<file path="config.mk">
export PLATFORM = sky130hd
export DESIGN_NAME = graded_voltage_alarm_qualifier
export DESIGN_NICKNAME = d
export VERILOG_FILES = /design/src/rtl/gvaq_pkg.sv /design/src/rtl/graded_voltage_alarm_qualifier.sv /design/src/rtl/gvaq_cfg_regs.sv /design/src/rtl/gvaq_update.sv
export SDC_FILE = /design/constraint.sdc
export NUM_CORES = 1
export LEC_CHECK = 0
export BUFFER_PORTS_ARGS = -buffer_cell sky130_fd_sc_hd__buf_2
export CAP_MARGIN = 5
export CORE_MARGIN = 1.5
export CORE_UTILIZATION = 60
export DETAILED_ROUTE_END_ITERATION = 8
export GPL_ROUTABILITY_DRIVEN = 0
export PLACE_DENSITY = 0.8
export SLEW_MARGIN = 20
export SYNTH_ARGS = -nofsm -noshare
export SYNTH_HDL_FRONTEND = slang
export SYNTH_SLANG_ARGS = --single-unit
</file>
<file path="constraint.sdc">
create_clock -name aclk -period 7.1 [get_ports aclk]
set_clock_uncertainty 0.2 [all_clocks]
set_input_delay 1.065 -clock aclk [delete_from_list [all_inputs] [get_ports aclk]]
set_output_delay 1.065 -clock aclk [all_outputs]
set_load 0.05 [all_outputs]
</file>
<file path="src/rtl/gvaq_pkg.sv">
// Shared types, constants and helper functions for the graded voltage alarm qualifier.
`default_nettype none

package gvaq_pkg;

    // Field and counter widths
    localparam int SAMPLE_W   = 16;
    localparam int TH_W       = 15;
    localparam int TRIG_W     = 8;
    localparam int OUT_CNT_W  = 8;
    localparam int CNT_W      = 8;
    localparam int CMP_W      = (CNT_W > TRIG_W) ? CNT_W : TRIG_W;

    // Configuration port
    localparam int CFG_ADDR_W = 3;
    localparam int CFG_DATA_W = 15;

    localparam logic [CFG_ADDR_W-1:0] REG_WARN_TH   = 3'd0;
    localparam logic [CFG_ADDR_W-1:0] REG_ERR_TH    = 3'd1;
    localparam logic [CFG_ADDR_W-1:0] REG_WARN_TRIG = 3'd2;
    localparam logic [CFG_ADDR_W-1:0] REG_ERR_TRIG  = 3'd3;
    localparam logic [CFG_ADDR_W-1:0] REG_WARN_REC  = 3'd4;
    localparam logic [CFG_ADDR_W-1:0] REG_ERR_REC   = 3'd5;

    // Reset values of the configuration registers
    localparam logic [TH_W-1:0]   RST_WARN_TH   = 15'd300;
    localparam logic [TH_W-1:0]   RST_ERR_TH    = 15'd1500;
    localparam logic [TRIG_W-1:0] RST_WARN_TRIG = 8'd3;
    localparam logic [TRIG_W-1:0] RST_ERR_TRIG  = 8'd5;
    localparam logic [TRIG_W-1:0] RST_WARN_REC  = 8'd10;
    localparam logic [TRIG_W-1:0] RST_ERR_REC   = 8'd15;

    localparam logic [CNT_W-1:0] CNT_MAX = {CNT_W{1'b1}};

    typedef enum logic [1:0] {
        LVL_NONE = 2'd0,
        LVL_INFO = 2'd1,
        LVL_WARN = 2'd2,
        LVL_ERR  = 2'd3
    } level_t;

    typedef struct packed {
        logic [TH_W-1:0]   warn_th;
        logic [TH_W-1:0]   err_th;
        logic [TRIG_W-1:0] warn_trig;
        logic [TRIG_W-1:0] err_trig;
        logic [TRIG_W-1:0] warn_rec;
        logic [TRIG_W-1:0] err_rec;
    } cfg_t;

    typedef struct packed {
        logic [CNT_W-1:0] accum;
        logic [CNT_W-1:0] warn_safe;
        logic [CNT_W-1:0] err_safe;
        logic             warn_flag;
        logic             err_flag;
        level_t           level;
    } state_t;

    // Saturating counter add of a small increment
    function automatic logic [CNT_W-1:0] sat_add(input logic [CNT_W-1:0] cnt,
                                                 input logic [1:0] inc);
        logic [CNT_W:0] s;
        s = {1'b0, cnt} + (CNT_W + 1)'(inc);
        return s[CNT_W] ? CNT_MAX : s[CNT_W-1:0];
    endfunction

    // Counter at or above an 8-bit register value
    function automatic logic cnt_ge(input logic [CNT_W-1:0] cnt,
                                    input logic [TRIG_W-1:0] lim);
        return CMP_W'(cnt) >= CMP_W'(lim);
    endfunction

    // Register value limited to the counter range
    function automatic logic [CNT_W-1:0] clamp_cnt(input logic [TRIG_W-1:0] lim);
        return (CMP_W'(lim) > CMP_W'(CNT_MAX)) ? CNT_MAX : CNT_W'(lim);
    endfunction

    // Low bits of a counter as a result field
    function automatic logic [OUT_CNT_W-1:0] to_out(input logic [CNT_W-1:0] cnt);
        logic [CNT_W+OUT_CNT_W-1:0] e;
        e = {{OUT_CNT_W{1'b0}}, cnt};
        return e[OUT_CNT_W-1:0];
    endfunction

endpackage

`default_nettype wire

</file>
<file path="src/rtl/graded_voltage_alarm_qualifier.sv">
// Top level of the graded voltage alarm qualifier: request registers, state and result register.
//
// Usage:
//   Input channel s_valid/s_ready carries one signed millivolt sample per request.
//   Result channel m_valid/m_ready returns one result per sample, in order: the alarm
//   level, the alert flag and the alarm and recovery counts after that sample.
//   Configuration is written through cfg_wr_en/cfg_addr/cfg_wr_data, one register per
//   cycle, only while no sample is in flight; indexes 6 and 7 are ignored.
// Flow:
//   A taken sample sits in the input register and is qualified into the result register
//   once the result slot is free or is being drained; the registered m_valid then
//   holds the result until it is taken.
//   One sample per cycle is sustained while m_ready stays high; the rate is set by the
//   combinational state update between the input register and the result register.
// Reset:
//   aresetn (synchronous, low) empties both registers, clears all counters and
//   flags, sets the level to none and loads the default thresholds, triggers and recovery counts.
// Backpressure:
//   While m_ready is low the result holds; the input register still takes one more
//   sample, then s_ready drops until the result is taken.
`default_nettype none

module graded_voltage_alarm_qualifier (
    input  wire logic                             aclk,
    input  wire logic                             aresetn,
    // Configuration write port
    input  wire logic                             cfg_wr_en,
    input  wire logic [gvaq_pkg::CFG_ADDR_W-1:0]  cfg_addr,
    input  wire logic [gvaq_pkg::CFG_DATA_W-1:0]  cfg_wr_data,
    // Sample channel
    input  wire logic                             s_valid,
    output      logic                             s_ready,
    input  wire logic signed [gvaq_pkg::SAMPLE_W-1:0] s_sample_mv,
    // Result channel
    output      logic                             m_valid,
    input  wire logic                             m_ready,
    output      logic [1:0]                       m_alarm_level,
    output      logic                             m_alert_active,
    output      logic [gvaq_pkg::OUT_CNT_W-1:0]   m_trigger_count,
    output      logic [gvaq_pkg::OUT_CNT_W-1:0]   m_warn_safe_count,
    output      logic [gvaq_pkg::OUT_CNT_W-1:0]   m_err_safe_count
);

    gvaq_pkg::cfg_t   cfg;
    gvaq_pkg::state_t state_reg;
    gvaq_pkg::state_t state_next;

    logic                            in_valid_reg;
    logic [gvaq_pkg::SAMPLE_W-1:0]   in_sample_reg;
    logic                            out_valid_reg;
    logic [1:0]                      out_level_reg;
    logic                            out_alert_reg;
    logic [gvaq_pkg::OUT_CNT_W-1:0]  out_trig_reg;
    logic [gvaq_pkg::OUT_CNT_W-1:0]  out_wsafe_reg;
    logic [gvaq_pkg::OUT_CNT_W-1:0]  out_esafe_reg;
    logic                            advance;

    gvaq_cfg_regs u_cfg (
        .aclk        (aclk),
        .aresetn     (aresetn),
        .cfg_wr_en   (cfg_wr_en),
        .cfg_addr    (cfg_addr),
        .cfg_wr_data (cfg_wr_data),
        .cfg         (cfg)
    );

    gvaq_update u_update (
        .sample_mv (in_sample_reg),
        .cfg       (cfg),
        .cur       (state_reg),
        .nxt       (state_next)
    );

    // Handshake: the held request moves on when the result slot is free or drains
    assign advance = in_valid_reg && (!out_valid_reg || m_ready);
    assign s_ready = !in_valid_reg || advance;

    // Input request register
    always_ff @(posedge aclk) begin
        if (!aresetn) begin
            in_valid_reg <= 1'b0;
        end else if (s_ready) begin
            in_valid_reg <= s_valid;
        end
    end

    always_ff @(posedge aclk) begin
        if (s_ready && s_valid) begin
            in_sample_reg <= s_sample_mv;
        end
    end

    // Qualifier state, updated once per processed sample
    always_ff @(posedge aclk) begin
        if (!aresetn) begin
            state_reg.accum     <= '0;
            state_reg.warn_safe <= '0;
            state_reg.err_safe  <= '0;
            state_reg.warn_flag <= 1'b0;
            state_reg.err_flag  <= 1'b0;
            state_reg.level     <= gvaq_pkg::LVL_NONE;
        end else if (advance) begin
            state_reg <= state_next;
        end
    end

    // Result register
    always_ff @(posedge aclk) begin
        if (!aresetn) begin
            out_valid_reg <= 1'b0;
        end else if (advance) begin
            out_valid_reg <= 1'b1;
        end else if (m_ready) begin
            out_valid_reg <= 1'b0;
        end
    end

    always_ff @(posedge aclk) begin
        if (advance) begin
            out_level_reg <= state_next.level;
            out_alert_reg <= state_next.warn_flag || state_next.err_flag;
            out_trig_reg  <= gvaq_pkg::to_out(state_next.accum);
            out_wsafe_reg <= gvaq_pkg::to_out(state_next.warn_safe);
            out_esafe_reg <= gvaq_pkg::to_out(state_next.err_safe);
        end
    end

    assign m_valid           = out_valid_reg;
    assign m_alarm_level     = out_level_reg;
    assign m_alert_active    = out_alert_reg;
    assign m_trigger_count   = out_trig_reg;
    assign m_warn_safe_count = out_wsafe_reg;
    assign m_err_safe_count  = out_esafe_reg;

`ifndef SYNTH
    // Error flag is only ever raised together with the warning flag
    a_err_implies_warn: assert property (@(posedge aclk) disable iff (!aresetn)
        state_reg.err_flag |-> state_reg.warn_flag)
        else $error("error flag set without warning flag");

    // Alert output tracks warning or error level
    a_alert_level: assert property (@(posedge aclk) disable iff (!aresetn)
        m_valid |-> (m_alert_active == ((m_alarm_level == gvaq_pkg::LVL_WARN) ||
                                        (m_alarm_level == gvaq_pkg::LVL_ERR))))
        else $error("alert flag disagrees with alarm level");

    // A held request that cannot move stays held
    a_in_hold: assert property (@(posedge aclk) disable iff (!aresetn)
        (in_valid_reg && !advance) |=> in_valid_reg)
        else $error("input request lost while stalled");

    // Reset empties both registers
    a_reset_empty: assert property (@(posedge aclk)
        !aresetn |=> (!in_valid_reg && !out_valid_reg))
        else $error("registers not empty after reset");
`endif

endmodule

`default_nettype wire

</file>
<file path="src/rtl/gvaq_cfg_regs.sv">
// Configuration register bank of the graded voltage alarm qualifier.
`default_nettype none

module gvaq_cfg_regs (
    input  wire logic                             aclk,
    input  wire logic                             aresetn,
    input  wire logic                             cfg_wr_en,
    input  wire logic [gvaq_pkg::CFG_ADDR_W-1:0]  cfg_addr,
    input  wire logic [gvaq_pkg::CFG_DATA_W-1:0]  cfg_wr_data,
    output gvaq_pkg::cfg_t                        cfg
);

    gvaq_pkg::cfg_t cfg_reg;
    gvaq_pkg::cfg_t cfg_next;

    // Decode the write; unknown indexes leave the bank alone
    always_comb begin
        cfg_next = cfg_reg;
        if (cfg_wr_en) begin
            case (cfg_addr)
                gvaq_pkg::REG_WARN_TH:   cfg_next.warn_th   = cfg_wr_data[gvaq_pkg::TH_W-1:0];
                gvaq_pkg::REG_ERR_TH:    cfg_next.err_th    = cfg_wr_data[gvaq_pkg::TH_W-1:0];
                gvaq_pkg::REG_WARN_TRIG: cfg_next.warn_trig = cfg_wr_data[gvaq_pkg::TRIG_W-1:0];
                gvaq_pkg::REG_ERR_TRIG:  cfg_next.err_trig  = cfg_wr_data[gvaq_pkg::TRIG_W-1:0];
                gvaq_pkg::REG_WARN_REC:  cfg_next.warn_rec  = cfg_wr_data[gvaq_pkg::TRIG_W-1:0];
                gvaq_pkg::REG_ERR_REC:   cfg_next.err_rec   = cfg_wr_data[gvaq_pkg::TRIG_W-1:0];
                default:                 cfg_next = cfg_reg;
            endcase
        end
    end

    always_ff @(posedge aclk) begin
        if (!aresetn) begin
            cfg_reg.warn_th   <= gvaq_pkg::RST_WARN_TH;
            cfg_reg.err_th    <= gvaq_pkg::RST_ERR_TH;
            cfg_reg.warn_trig <= gvaq_pkg::RST_WARN_TRIG;
            cfg_reg.err_trig  <= gvaq_pkg::RST_ERR_TRIG;
            cfg_reg.warn_rec  <= gvaq_pkg::RST_WARN_REC;
            cfg_reg.err_rec   <= gvaq_pkg::RST_ERR_REC;
        end else begin
            cfg_reg <= cfg_next;
        end
    end

    assign cfg = cfg_reg;

endmodule

`default_nettype wire

</file>
<file path="src/rtl/gvaq_update.sv">
// Next-state logic of the alarm qualifier for one sample.
`default_nettype none

module gvaq_update (
    input  wire logic [gvaq_pkg::SAMPLE_W-1:0] sample_mv,
    input  wire gvaq_pkg::cfg_t                cfg,
    input  wire gvaq_pkg::state_t              cur,
    output gvaq_pkg::state_t                   nxt
);

    logic [gvaq_pkg::TH_W-1:0] v;
    logic                      no_flag;
    logic                      safe;

    // Negative samples count as zero
    assign v       = sample_mv[gvaq_pkg::SAMPLE_W-1] ? '0 : sample_mv[gvaq_pkg::TH_W-1:0];
    assign no_flag = !cur.err_flag && !cur.warn_flag;
    assign safe    = v < cfg.warn_th;

    always_comb begin
        nxt = cur;

        // Accumulate and qualify while no alarm is raised
        if (no_flag) begin
            if (v >= cfg.err_th) begin
                nxt.accum = gvaq_pkg::sat_add(cur.accum, 2'd2);
            end else if (v >= cfg.warn_th) begin
                nxt.accum = gvaq_pkg::sat_add(cur.accum, 2'd1);
            end
            if (gvaq_pkg::cnt_ge(nxt.accum, cfg.err_trig)) begin
                nxt.level     = gvaq_pkg::LVL_ERR;
                nxt.err_flag  = 1'b1;
                nxt.warn_flag = 1'b1;
                nxt.accum     = gvaq_pkg::clamp_cnt(cfg.err_trig);
            end else if (gvaq_pkg::cnt_ge(nxt.accum, cfg.warn_trig)) begin
                nxt.level     = gvaq_pkg::LVL_WARN;
                nxt.warn_flag = 1'b1;
            end
        end

        // Recovery counting on low samples, reset on high ones
        if (safe) begin
            if (nxt.level == gvaq_pkg::LVL_ERR) begin
                nxt.err_safe = gvaq_pkg::sat_add(cur.err_safe, 2'd1);
                if (gvaq_pkg::cnt_ge(nxt.err_safe, cfg.err_rec)) begin
                    nxt.err_safe  = '0;
                    nxt.warn_safe = '0;
                    nxt.accum     = '0;
                    nxt.warn_flag = 1'b0;
                    nxt.err_flag  = 1'b0;
                    nxt.level     = gvaq_pkg::LVL_INFO;
                end
            end else if (nxt.warn_flag) begin
                nxt.warn_safe = gvaq_pkg::sat_add(cur.warn_safe, 2'd1);
                if (gvaq_pkg::cnt_ge(nxt.warn_safe, cfg.warn_rec)) begin
                    nxt.warn_safe = '0;
                    nxt.accum     = '0;
                    nxt.warn_flag = 1'b0;
                    nxt.level     = gvaq_pkg::LVL_INFO;
                end
            end
        end else begin
            nxt.warn_safe = '0;
            nxt.err_safe  = '0;
        end
    end

endmodule

`default_nettype wire
</file>
==> summary.md <==
| Metric | Value |
|---|---|
| Outcome | `finished, final reports clean` |
| Comb power frac | `0.244` |
| CTS Hold Bufs | `0` |
| CP required | `roughly 7.3 ns` |
| EDFF count, synth | `43` |
| Worst Setup EP | `state_reg[18]$_SDFFE_PN0P_` |
| Final-report setup violation count | `0` |
| Setup Crit Path Kind | `flip-flop to flip-flop` |
| Via/cell ratio | `5.91` |
| Most common cell after layout, fill and taps aside | `nand2_1` |
| Worst flop-to-flop path startpoint | `in_sample_reg[15]$_DFFE_PP_` |
| Total global routing overflow | `0` |
| Total GRT Usage | `0.277` |
| Diode count | `0` |
| I/O Pins | `68` |
| Routed wire length | `between 15 and 20 mm` |
| Initial antenna violation count | `0` |
| Layout cells sized above 1 | `0.130` |
| HPWL after detailed placement | `12.3 mm` |
| Core box area | `around 12000 sq um` |
| Std cell rows | `40` |
| Vias post-DR | `~6600` |
| Postcts setup bufs | `0` |
| CP max-delay cell | `edfxtp_1` |
| Initial DRC count | `between 600 and 700` |
| Post-Synthesis Cells | `between 800 and 900` |
| Worst path cell trace | `nor2b_1 -> ha_1 -> and2b_1 -> a2111oi_1 -> o31a_1 -> a311oi_4 -> a21oi_2 -> o211a_1 -> o21ai_0 -> mux2_2 -> ha_1 -> a21oi_1 -> o21ai_0 -> a41o_1 -> nand2_1 -> o22ai_2 -> nor4b_4 -> and2_1 -> a22oi_1 -> nor2_1` |
| Setup crit end kind | `flip-flop` |
| TNS Setup | `0 ns` |
| Register area share after synthesis | `0.416` |
| Relative slew slack | `0.386` |
| Max-Cap Viols | `0` |
| Post-synthesis register bit count | `between 100 and 150` |
| Worst-Margin Slew | `between 0.9 and 1 ns` |
| Startpoint types | `flip-flop` |
| Clock root cell | `clkbuf_16` |
| Post-synth ARST share | `0` |
| Post-Place Cell Area | `7980 sq um` |
| Vias in the first global route | `5950` |
| Max Fclk | `around 0.16 GHz` |
| R2r worst-path depth | `20` |
| CTS Buf Count | `17` |
| Buffers added on ports | `67` |
| Mapped Nets | `roughly 980` |
| H-tree lvl count | `4` |
| Pin count of the biggest net entering global routing | `between 40 and 50` |
| Power Internal | `around 1600 uW` |
| Global-route wire length before repair | `around 29 mm` |
| Reg2reg end | `state_reg[18]$_SDFFE_PN0P_` |
| Crit path from | `in_sample_reg[15]$_DFFE_PP_` |
| Commonest non-fill, non-tap cells in the layout | `nand2_1 (168), dfxtp_1 (92), a21oi_1 (73)` |
| Die Y | `between 100 and 150 um` |
| Initial core utilization | `0.622` |
| Tcrit/Tclk final | `0.886` |
| Clock latency on the worst-skew pair | `between 0.4 and 0.5 ns` |
| Lkg Pwr | `0.00338 uW` |
| Synthesized cell area | `between 7000 and 8000 sq um` |
| Area Overhead vs Synth | `13.6%` |
| Most used flip-flop cell after synthesis | `dfxtp_1` |
| RSZ-0062 raised after global routing | `false` |
| Avg Inst Size Synth | `~8.5 sq um` |
| Sequential share of power | `0.384` |
| Crit Path Max Fanout | `20` |
| # resized after CTS | `0` |
| Clock tree sinks | `135` |
| TritonCTS clock tree | `built` |
| Count of cell types in the netlist | `71` |
| Switching Fraction | `0.325` |
| NetSw | `751 uW` |
| Drt drc | `0` |
| Worst stage delay on the critical path | `roughly 0.7 ns` |
| Max-slew violations | `0` |
| Die area | `13200 sq um` |
| Reg2reg setup slack | `just over 0.8 ns` |
| Peak supply drop | `roughly 0.16 mV` |
| Hold Crit Class | `flip-flop to flip-flop` |
| Reg clk slew, reported paths | `0.06 ns` |
| Nets | `between 1000 and 1500` |
| Final min period | `roughly 6.3 ns` |
| Wire per inst | `15.8 um` |
| Pwr dens | `about 270 nW/um^2` |
| CP arrival | `6.45 ns` |
| Final Hold Vio Count | `0` |
| DR pass1 iterations | `5` |
| Clock buffer depth | `2` |
| Final Cell Area | `around 8600 sq um` |
| Yosys warnings | `0` |
| Clk network pwr share | `0.372` |
| Chip Width | `between 100 and 150 um` |
| Largest register FFs | `62` |
| Post-route ant nets | `0` |
## critical path, delay by kind of cell (launching register included)
family / cells / cell delay, ns
mux: 1 / 0.42
flops: 1 / 0.70
simple gates: 6 / 1.79
compound gates: 11 / 2.53
fa+ha+maj: 2 / 0.55
## per-layer routing
metal	vias up	share of wire	GRT usage
met3	34	0.079	0.0701
met2	250	0.45	0.419
li1	3261	-	-
met1	3070	0.46	0.384
met4	0	0.018	0.106
met5	-	0	0
## worst min path at each step
stage	from	end	cells past startpoint	slack [ns]
after floorplan	u_cfg.cfg[10]$_SDFFE_PN0P_	u_cfg.cfg[10]$_SDFFE_PN0P_	2	0.24
after global placement	u_cfg.cfg[21]$_SDFFE_PN0P_	u_cfg.cfg[21]$_SDFFE_PN0P_	2	0.24
after detailed placement	u_cfg.cfg[30]$_SDFFE_PN0P_	u_cfg.cfg[30]$_SDFFE_PN0P_	2	0.25
after CTS	u_cfg.cfg[30]$_SDFFE_PN0P_	u_cfg.cfg[30]$_SDFFE_PN0P_	2	0.25
after global routing	u_cfg.cfg[21]$_SDFFE_PN0P_	u_cfg.cfg[21]$_SDFFE_PN0P_	2	0.27
final	u_cfg.cfg[60]$_SDFFE_PN0P_	u_cfg.cfg[60]$_SDFFE_PN0P_	2	0.25
## metrics by stage
step	setup slack, ns	utilization	cells	power, uW	hold slack [ns]
2_1_floorplan	1.68	-	882	1330	0.236
3_3_place_gp	1.10	0.658	1088	1450	0.243
3_5_place_dp	0.958	0.658	1088	1450	0.247
4_1_cts	0.857	0.706	1120	2310	0.255
5_1_grt	0.339	0.706	1120	2410	0.270
6_report	0.809	0.706	1120	2310	0.255
## cell type report
class / instances / area (sq um)
Inverter: 62 / 233
Timing Repair Buffer: 71 / 365
Sequential cell: 135 / 3130
Fill cell: 964 / 3560
Clock buffer: 20 / 447
Clock inverter: 12 / 128
Tap cell: 168 / 210
Multi-Input combinational cell: 652 / 4040
## cell families (layout without fill, tap and decap cells)
| logic type | after synthesis | in the layout | share of synthesized area |
|---|---|---|---|
| AND/OR/NAND/NOR | 353 | 353 | 0.213 |
| AO/OA/AOI/OAI | 224 | 224 | 0.205 |
| flip-flops | 135 | 135 | 0.416 |
| buffers and inverters | 95 | 165 | 0.0490 |
| adder cells (fa/ha/maj) | 57 | 57 | 0.0945 |
| XOR/XNOR | 11 | 11 | 0.0128 |
| multiplexers | 7 | 7 | 0.00980 |
## power groups by stage
stage,Combinational [uW],Clock [uW],Sequential [uW]
4_1_cts,557,869,887
3_5_place_dp,550,0,902
6_report,564,860,889
3_3_place_gp,546,0,902
5_1_grt,624,894,894
2_1_floorplan,373,0,952
## synth_stat cells, drive strengths merged, types with 17 or more instances
library cell,instances,share of area
a22oi,17,0.017
nand2,168,0.084
nand3,29,0.019
nor2,67,0.033
clkbuf,29,0.014
o21ai,23,0.017
dfxtp,92,0.24
ha,56,0.093
nor2b,17,0.014
edfxtp,43,0.17
inv,61,0.030
nand2b,21,0.018
a21oi,75,0.051
Note: power is estimated with default switching activity, not from simulation.
